===== config.mk =====
export PLATFORM = sky130hd
export DESIGN_NAME = button_auto_repeat_qualifier
export DESIGN_NICKNAME = d
export VERILOG_FILES = /design/src/hdl/bar_pkg.sv /design/src/hdl/bar_lane.sv /design/src/hdl/bar_merge.sv /design/src/hdl/button_auto_repeat_qualifier.sv
export SDC_FILE = /design/constraint.sdc
export NUM_CORES = 1
export LEC_CHECK = 0
export ABC_AREA = 1
export BUFFER_PORTS_ARGS = -buffer_cell sky130_fd_sc_hd__clkbuf_2
export CAP_MARGIN = 20
export CELL_PAD_IN_SITES_DETAIL_PLACEMENT = 1
export CELL_PAD_IN_SITES_GLOBAL_PLACEMENT = 2
export CORE_MARGIN = 10
export CORE_UTILIZATION = 40
export CTS_BUF_LIST = sky130_fd_sc_hd__clkbuf_8
export DETAILED_ROUTE_END_ITERATION = 8
export PLACE_DENSITY = 0.89
export SYNTH_ARGS = -nofsm -noshare
export SYNTH_HDL_FRONTEND = slang
export SYNTH_HIERARCHICAL = 1
export SYNTH_SLANG_ARGS = --single-unit

===== constraint.sdc =====
create_clock -name i_clk -period 15.7 [get_ports i_clk]
set_clock_uncertainty 0.2 [all_clocks]
set_input_delay 1.57 -clock i_clk [delete_from_list [all_inputs] [get_ports i_clk]]
set_output_delay 1.57 -clock i_clk [all_outputs]
set_load 0.02 [all_outputs]

===== src/hdl/bar_pkg.sv =====
package bar_pkg;

    localparam int MASK_W = 8;
    localparam int HOLD_W = 8;
    localparam int IDX_W  = 3;
    localparam int CFG_W  = 3;

    localparam logic [HOLD_W-1:0] HOLD_MAX = '1;

    localparam logic [7:0] RST_REPEAT_DELAY    = 8'd20;
    localparam logic [7:0] RST_REPEAT_INTERVAL = 8'd5;
    localparam logic [7:0] RST_COMBO_WINDOW    = 8'd3;

    typedef enum logic [CFG_W-1:0] {
        CFG_REPEAT_DELAY    = 3'd0,
        CFG_REPEAT_INTERVAL = 3'd1,
        CFG_COMBO_WINDOW    = 3'd2,
        CFG_REPEAT_ENABLE   = 3'd3,
        CFG_REPEAT_CONFLICT = 3'd4,
        CFG_PAIR_A          = 3'd5,
        CFG_PAIR_B          = 3'd6
    } t_cfg_idx;

    typedef enum logic [0:0] {
        OP_TICK   = 1'b0,
        OP_IGNORE = 1'b1
    } t_op;

    // what a lane does with its hold timer on a tick
    typedef enum logic [1:0] {
        TMR_HOLD   = 2'd0,
        TMR_CLEAR  = 2'd1,
        TMR_STEP   = 2'd2,
        TMR_RELOAD = 2'd3
    } t_tmr_op;

    typedef struct packed {
        logic              op;
        logic [MASK_W-1:0] buttons;
    } t_in_item;

    typedef struct packed {
        logic              event_valid;
        logic [IDX_W-1:0]  event_button;
        logic              event_repeat;
        logic              event_suppressed;
        logic [MASK_W-1:0] click_mask;
        logic [MASK_W-1:0] repeat_mask;
        logic              combo_wait;
    } t_out_item;

    // per-lane findings handed to the merge stage
    typedef struct packed {
        logic              pressed;
        logic              live;
        logic              fire;
        logic              act;
        logic [HOLD_W-1:0] t1;
    } t_lane_info;

endpackage


===== src/hdl/bar_lane.sv =====
module bar_lane (
    input  logic                     i_clk,
    input  logic                     i_rst_n,
    input  logic                     i_cur,
    input  logic                     i_en,
    input  logic [bar_pkg::HOLD_W-1:0] i_delay,
    input  logic [bar_pkg::HOLD_W:0] i_thresh,
    input  logic                     i_upd,
    input  bar_pkg::t_tmr_op         i_op,
    output bar_pkg::t_lane_info      o_info
);
    import bar_pkg::*;

    logic [HOLD_W-1:0] r_timer;
    logic [HOLD_W-1:0] n_timer;
    logic [HOLD_W-1:0] t1;

    assign t1 = r_timer + HOLD_W'(1);

    always_comb begin
        o_info.pressed = i_cur;
        o_info.live    = (r_timer != HOLD_MAX);
        o_info.fire    = ({1'b0, t1} >= i_thresh);
        o_info.act     = (t1 >= i_delay) && i_en;
        o_info.t1      = t1;
    end

    always_comb begin
        case (i_op)
            TMR_HOLD:   n_timer = r_timer;
            TMR_CLEAR:  n_timer = '0;
            TMR_STEP:   n_timer = t1;
            TMR_RELOAD: n_timer = i_delay;
            default:    n_timer = r_timer;
        endcase
    end

    always_ff @(posedge i_clk) begin
        if (!i_rst_n) begin
            r_timer <= '0;
        end else if (i_upd) begin
            r_timer <= n_timer;
        end
    end

endmodule


===== src/hdl/bar_merge.sv =====
module bar_merge #(
    parameter int BUTTONS = 8
) (
    input  bar_pkg::t_lane_info [BUTTONS-1:0] i_info,
    input  logic [bar_pkg::MASK_W-1:0]       i_ra,
    input  logic [bar_pkg::MASK_W-1:0]       i_proc,
    input  logic [bar_pkg::MASK_W-1:0]       i_conflict,
    input  logic [bar_pkg::MASK_W-1:0]       i_pair_a,
    input  logic [bar_pkg::MASK_W-1:0]       i_pair_b,
    input  logic [bar_pkg::HOLD_W-1:0]       i_window,
    output bar_pkg::t_tmr_op [BUTTONS-1:0]   o_tmr_op,
    output logic [bar_pkg::MASK_W-1:0]       o_ra,
    output logic [bar_pkg::MASK_W-1:0]       o_proc,
    output bar_pkg::t_out_item               o_res
);
    import bar_pkg::*;

    logic [MASK_W-1:0] ra;
    logic [MASK_W-1:0] cur;
    logic [MASK_W-1:0] clicked;
    logic [MASK_W-1:0] repeated;
    logic [MASK_W-1:0] either;
    logic [MASK_W-1:0] ev_bit;
    logic [HOLD_W-1:0] last_hold;
    logic [IDX_W-1:0]  idx;
    logic              single;
    logic              wait_combo;

    // sequential over lanes: a conflict clears repeat state seen by later lanes
    always_comb begin
        ra        = i_ra;
        cur       = '0;
        clicked   = '0;
        repeated  = '0;
        last_hold = '0;
        for (int i = 0; i < BUTTONS; i++) begin
            o_tmr_op[i] = TMR_HOLD;
            cur[i]      = i_info[i].pressed;
            if (i_info[i].pressed) begin
                if (i_info[i].live) begin
                    o_tmr_op[i] = TMR_STEP;
                    if (ra[i]) begin
                        if (i_info[i].fire) begin
                            o_tmr_op[i] = TMR_RELOAD;
                            repeated[i] = 1'b1;
                        end
                    end else if (i_info[i].act) begin
                        ra[i] = 1'b1;
                        if (i_conflict != '0 && (ra & i_conflict) == i_conflict) begin
                            ra = '0;
                        end else begin
                            o_tmr_op[i] = TMR_RELOAD;
                            repeated[i] = 1'b1;
                        end
                    end else if (!i_proc[i]) begin
                        clicked[i] = 1'b1;
                        last_hold  = i_info[i].t1;
                    end
                end
            end else begin
                o_tmr_op[i] = TMR_CLEAR;
                ra[i]       = 1'b0;
            end
        end
    end

    always_comb begin
        idx = '0;
        for (int i = BUTTONS - 1; i >= 0; i--) begin
            if (either[i]) begin
                idx = IDX_W'(i);
            end
        end
    end

    assign either     = clicked | repeated;
    assign single     = (cur != '0) && ((cur & (cur - MASK_W'(1))) == '0);
    assign wait_combo = (repeated == '0) && single && (last_hold <= i_window);

    always_comb begin
        ev_bit = '0;
        o_res  = '0;
        o_res.click_mask  = clicked;
        o_res.repeat_mask = repeated;
        if (wait_combo) begin
            o_res.combo_wait = 1'b1;
        end else if (either != '0) begin
            ev_bit[idx]            = 1'b1;
            o_res.event_valid      = 1'b1;
            o_res.event_button     = idx;
            o_res.event_repeat     = repeated[idx];
            o_res.event_suppressed = (i_pair_a[idx] && ((ra & i_pair_b) != '0)) ||
                                     (i_pair_b[idx] && ((ra & i_pair_a) != '0));
        end
    end

    assign o_ra   = ra;
    assign o_proc = (i_proc & cur) | ev_bit;

endmodule


===== src/hdl/button_auto_repeat_qualifier.sv =====
// an accepted request's result is registered into the output stage, or into the skid entry if that stage is full
// throughput: one request per cycle while o_in_ready is high; all buttons are judged in parallel lanes and one
// merge stage resolves repeat conflicts and picks the event within the same cycle
// a two-entry output buffer keeps input ready while a result waits downstream
// reset (synchronous, active low): hold timers, masks and buffers clear, registers
// take their defaults (delay 20, interval 5, combination window 3, masks 0)
module button_auto_repeat_qualifier #(
    parameter int BUTTONS = 8
) (
    input  logic                         i_clk,
    input  logic                         i_rst_n,
    input  logic                         i_in_valid,
    output logic                         o_in_ready,
    input  bar_pkg::t_in_item            i_in_data,
    output logic                         o_out_valid,
    input  logic                         i_out_ready,
    output bar_pkg::t_out_item           o_out_data,
    input  logic                         i_cfg_valid,
    output logic                         o_cfg_ready,
    input  logic [bar_pkg::CFG_W-1:0]    i_cfg_index,
    input  logic [7:0]                   i_cfg_data
);
    import bar_pkg::*;

    localparam logic [MASK_W-1:0] ALL = MASK_W'((1 << BUTTONS) - 1);

    logic [7:0] r_delay, r_interval, r_window;
    logic [7:0] r_enable, r_conflict, r_pair_a, r_pair_b;

    logic [MASK_W-1:0] r_ign, r_ra, r_proc;
    logic [MASK_W-1:0] n_ra, n_proc;

    logic      r_out_v, r_skid_v;
    t_out_item r_out, r_skid;

    logic              push, pop, tick;
    logic [MASK_W-1:0] raw, cur;
    logic [HOLD_W:0]   thresh;
    t_out_item         res, tick_res;

    t_lane_info [BUTTONS-1:0] w_info;
    t_tmr_op    [BUTTONS-1:0] w_tmr_op;

    assign o_cfg_ready = 1'b1;
    assign o_in_ready  = !r_skid_v;
    assign push        = i_in_valid && o_in_ready;
    assign pop         = r_out_v && i_out_ready;
    assign tick        = push && (i_in_data.op == OP_TICK);
    assign raw         = i_in_data.buttons & ALL;
    assign cur         = raw & ~r_ign;
    assign thresh      = {1'b0, r_delay} + {1'b0, r_interval};

    for (genvar g = 0; g < BUTTONS; g++) begin : g_lane
        bar_lane u_lane (
            .i_clk    (i_clk),
            .i_rst_n  (i_rst_n),
            .i_cur    (cur[g]),
            .i_en     (r_enable[g]),
            .i_delay  (r_delay),
            .i_thresh (thresh),
            .i_upd    (tick),
            .i_op     (w_tmr_op[g]),
            .o_info   (w_info[g])
        );
    end

    bar_merge #(
        .BUTTONS (BUTTONS)
    ) u_merge (
        .i_info     (w_info),
        .i_ra       (r_ra),
        .i_proc     (r_proc),
        .i_conflict (r_conflict),
        .i_pair_a   (r_pair_a),
        .i_pair_b   (r_pair_b),
        .i_window   (r_window),
        .o_tmr_op   (w_tmr_op),
        .o_ra       (n_ra),
        .o_proc     (n_proc),
        .o_res      (tick_res)
    );

    // an ignore request yields an all-zero result
    assign res = (i_in_data.op == OP_IGNORE) ? '0 : tick_res;

    always_ff @(posedge i_clk) begin
        if (!i_rst_n) begin
            r_delay    <= RST_REPEAT_DELAY;
            r_interval <= RST_REPEAT_INTERVAL;
            r_window   <= RST_COMBO_WINDOW;
            r_enable   <= '0;
            r_conflict <= '0;
            r_pair_a   <= '0;
            r_pair_b   <= '0;
        end else if (i_cfg_valid && o_cfg_ready) begin
            case (i_cfg_index)
                CFG_REPEAT_DELAY:    r_delay    <= i_cfg_data;
                CFG_REPEAT_INTERVAL: r_interval <= i_cfg_data;
                CFG_COMBO_WINDOW:    r_window   <= i_cfg_data;
                CFG_REPEAT_ENABLE:   r_enable   <= i_cfg_data;
                CFG_REPEAT_CONFLICT: r_conflict <= i_cfg_data;
                CFG_PAIR_A:          r_pair_a   <= i_cfg_data;
                CFG_PAIR_B:          r_pair_b   <= i_cfg_data;
                default: begin
                end
            endcase
        end
    end

    always_ff @(posedge i_clk) begin
        if (!i_rst_n) begin
            r_ign  <= '0;
            r_ra   <= '0;
            r_proc <= '0;
        end else if (push) begin
            if (i_in_data.op == OP_IGNORE) begin
                r_ign <= raw;
            end else begin
                r_ign  <= r_ign & raw;
                r_ra   <= n_ra;
                r_proc <= n_proc;
            end
        end
    end

    always_ff @(posedge i_clk) begin
        if (!i_rst_n) begin
            r_out_v  <= 1'b0;
            r_skid_v <= 1'b0;
        end else if (pop) begin
            if (r_skid_v) begin
                r_skid_v <= 1'b0;
            end else begin
                r_out_v <= push;
            end
        end else if (push) begin
            if (!r_out_v) begin
                r_out_v <= 1'b1;
            end else begin
                r_skid_v <= 1'b1;
            end
        end
    end

    always_ff @(posedge i_clk) begin
        if (pop) begin
            r_out <= r_skid_v ? r_skid : res;
        end else if (push) begin
            if (!r_out_v) begin
                r_out <= res;
            end else begin
                r_skid <= res;
            end
        end
    end

    assign o_out_valid = r_out_v;
    assign o_out_data  = r_out;

    a_skid_needs_out: assert property (@(posedge i_clk) disable iff (!i_rst_n)
        r_skid_v |-> r_out_v)
        else $error("skid entry held while output stage empty");

    a_event_or_wait: assert property (@(posedge i_clk) disable iff (!i_rst_n)
        o_out_valid |-> !(o_out_data.event_valid && o_out_data.combo_wait))
        else $error("event chosen during combination wait");

    a_event_in_mask: assert property (@(posedge i_clk) disable iff (!i_rst_n)
        (o_out_valid && o_out_data.event_valid) |->
            ((o_out_data.click_mask | o_out_data.repeat_mask) != '0))
        else $error("event without any click or repeat");

    a_state_in_range: assert property (@(posedge i_clk) disable iff (!i_rst_n)
        ((r_ra | r_proc | r_ign) & ~ALL) == '0)
        else $error("state bit set for an absent button");

endmodule


==> results.cfg <==
[outcome]
status = finished, final reports clean

[routing]
post-route-drc-count = 0
vias = 16700
detail_route.vias_per_cell = 5.38
detail_route.iter0.violations = 965
routed_wl_mm = 61.5
drtPass1Iterations = 5
detail_route.wl_per_cell_um = 19.8
ant_nets = 0

[global_route]
globalRouteTotalUtil_pct = 24.6
grt_max_degree = 65
antenna_found_initial = 2
grt_pass1_wl_mm = 96.2
gr-total-overflow = 0
gr-usage-met2_pct = 42.0
grt_pass1_vias = 17000
gr-usage-met3_pct = 4.18
grt_util_met1_pct = 30.5
grt_most_used_layer = met2

[worst_setup_path]
critPathCaptureType = flip-flop
path_common_cell = sky130_fd_sc_hd__nand2_1
critical_path_peak_fanout = 12
timing.critical_path.slowest_stage_cell = sky130_fd_sc_hd__nor3_2
critical_path_required_ns = 15.85
crit_type = flip-flop to flip-flop
critical_path_buf_inv_count = 8
worst_path_largest_cell_delay_ns = 0.52
cpLargestDelayFamily = simple AND/OR/NAND/NOR gates
data_arrival_time_of_the_worst_path_ns = 10.12
worstSetupStartpointType = flip-flop

[synth]
synth_top_flop_cell = sky130_fd_sc_hd__dfxtp_1
syn_avg_cell_area_um2 = 6.54
synth-seq-cells = 192
number_of_nets_produced_by_synthesis = 2700
syn_inst = 2522
yosys.cell_types.count = 61
synthesis.yosys.warnings = 6
synth_area_um2 = 16500
synth.yosys.seq_area_share_pct = 26.1
synth_edf_count = 46
ys_async_sr_fraction_pct = 0

[die]
die-height_um = 223
core_area_um2 = 40800
die_w_um = 223
dieArea_um2 = 49800
std_cell_rows = 74
top_level_ports = 51
start_util_pct = 40.4

[clock_network]
cts_max_level = 4
ctsResizeCount = 0
clk_root_buffer_cell = sky130_fd_sc_hd__clkbuf_8
cts-hold-fix-buffers = 0
cts.path.max_buffers = 2
clock_tree_from_tritoncts = yes
postCtsSetupBuffers = 0
clock_sink_count = 192
cts_inserted_buffers = 17
clk_latency_ns = 0.60
clk_pin_slew_worst_paths_ns = 0.13

[layout]
num_antenna_cells = 0
mostFrequentLayoutCells = sky130_fd_sc_hd__nand2_1 (631), sky130_fd_sc_hd__inv_1 (383), sky130_fd_sc_hd__nor2_1 (230)
fillerInstances = 5468
finish.net_count = 2739
fraction_of_final_layout_cells_sized_beyond_drive_strength_1_pct = 11.1
instances_no_fill = 3106
leading_cell_type_in_the_layout_fill_and_taps_excluded = sky130_fd_sc_hd__nand2_1
synthToLayoutAreaGrowth_pct = 7.08

[placement]
dpl_worst_slack_ns = 5.62
dpl.hpwl_mm = 47.2
place.port_buffers = 49
gp_routability_congestion = 0.900
placed_cells_incl_taps = 3072

[sta]
max-slew-margin-rel_pct = 33.6
timing_worst_slew_pin_value_ns = 0.990
timing_max_transition_violations_final = 0
final.setup.worst_slack_ns = 5.72
grt_setup_unrepaired = false
hold_violations = 0
final.min_clock_period_ns = 9.98
setup-violations-final = 0
fin_crit_sh_pct = 63.6
fmaxAchievable_ghz = 0.100
worst_hold_slack_ns = 0.255
timing.setup.tns_ns = 0

[worst_hold_path]
hold_path_class = flip-flop to flip-flop

[pwr]
maximum_vdd_drop_uv = 64.2
static_leakage_nw = 8.62
powerDensity_nw_per_um2 = 74.7
totalPowerFinal_mw = 1.32

[job]
max_cap_violations = 0
-- cells by family after synthesis --
family	after synthesis	share of synthesized area (%)
other	1	0.0227
DFF	192	26.1
adders and majority gates	153	11.6
AOI/OAI and AO/OA	474	16.2
xor gates and xnor gates	11	0.584
and+or+nand+nor	1204	33.5
buffers and inverters	487	11.9
-- power by group --
group	internal (mW)	total, mW	switching (mW)
clock	0.117	0.347	0.230
sequential	0.532	0.556	0.0243
combinational	0.134	0.417	0.284
total	0.782	1.32	0.538
-- stage by stage --
stage | cell area (µm²) | util [%]
floorplan | 16500 | -
global placement | 17200 | 42.2
detailed placement | 17300 | 42.3
CTS | 17600 | 43.2
global route | 17700 | 43.3
finish | 17700 | 43.3
-- synthesized netlist by cell type (16+ instances only) --
library cell                 n  area, µm²
sky130_fd_sc_hd__nand2_1   631       2370
sky130_fd_sc_hd__inv_1     382       1430
sky130_fd_sc_hd__nor2_1    231        867
sky130_fd_sc_hd__a21oi_1   220       1100
sky130_fd_sc_hd__ha_1      152       1900
sky130_fd_sc_hd__dfxtp_1   146       2920
sky130_fd_sc_hd__nand3_1   137        686
sky130_fd_sc_hd__o21ai_0    95        475
sky130_fd_sc_hd__o21ai_1    70        350
sky130_fd_sc_hd__inv_2      49        184
sky130_fd_sc_hd__edfxtp_1   46       1380
sky130_fd_sc_hd__nand2_2    33        206
sky130_fd_sc_hd__and2_1     32        200
sky130_fd_sc_hd__nand4_1    26        163
sky130_fd_sc_hd__nor2_2     23        144
sky130_fd_sc_hd__o211ai_1   22        165
sky130_fd_sc_hd__nand3_2    21        210
sky130_fd_sc_hd__clkbuf_1   19       71.3
sky130_fd_sc_hd__nor2_4     18        203
sky130_fd_sc_hd__o21bai_1   16        120
-- cell type report --
type / instances / area, µm² / share of cell area (%)
multi-input cells: 1843 / 10200 / 58.0
flip-flops and latches: 192 / 4300 / 24.4
inverters: 436 / 1650 / 9.33
well taps: 532 / 666 / 3.77
repair buffers: 71 / 432 / 2.44
clock buffers: 17 / 234 / 1.32
clock inverters: 15 / 143 / 0.807
-- registers in the layout, indices dropped and copies added, names as in the netlist --
signal                 cells
r_conflict                 8
r_ign                      8
r_proc                     8
r_skid                    23
r_pair_a                   8
o_out_data                23
r_delay                    8
r_pair_b                   8
r_enable                   8
r_interval                 8
g_lane.u_lane/r_timer     64
o_out_valid                1
r_skid_v                   1
r_ra                       8
r_window                   8
-- per-layer routing --
| metal | routed length [µm] | part of all wire [%] |
|---|---|---|
| met3 | 2380 | 3.9 |
| met5 | 27 | 0.044 |
| met1 | 27800 | 45 |
| met2 | 29600 | 48 |
| met4 | 1670 | 2.7 |
-- worst min-delay path: cells and delay by family (launching register included) --
family / cells / cell delay, ns
AOI/OAI and AO/OA: 1 / 0.05
buffers and inverters: 1 / 0.05
DFF: 1 / 0.33
-- final timing paths --
| path | endpoint | cells past startpoint | start | slack, ns |
|---|---|---|---|---|
| min reg2reg | r_ign[7]$_SDFFE_PN0P_ | 2 | r_ign[7]$_SDFFE_PN0P_ | 0.25 |
| max | o_out_data[18]$_DFFE_PP_ | 67 | g_lane[0].u_lane/r_timer[0]$_SDFFE_PN0P_ | 5.72 |
| max reg2reg | o_out_data[18]$_DFFE_PP_ | 67 | g_lane[0].u_lane/r_timer[0]$_SDFFE_PN0P_ | 5.72 |
| min | r_ign[7]$_SDFFE_PN0P_ | 2 | r_ign[7]$_SDFFE_PN0P_ | 0.25 |
Note: power is estimated with default switching activity, not from simulation.
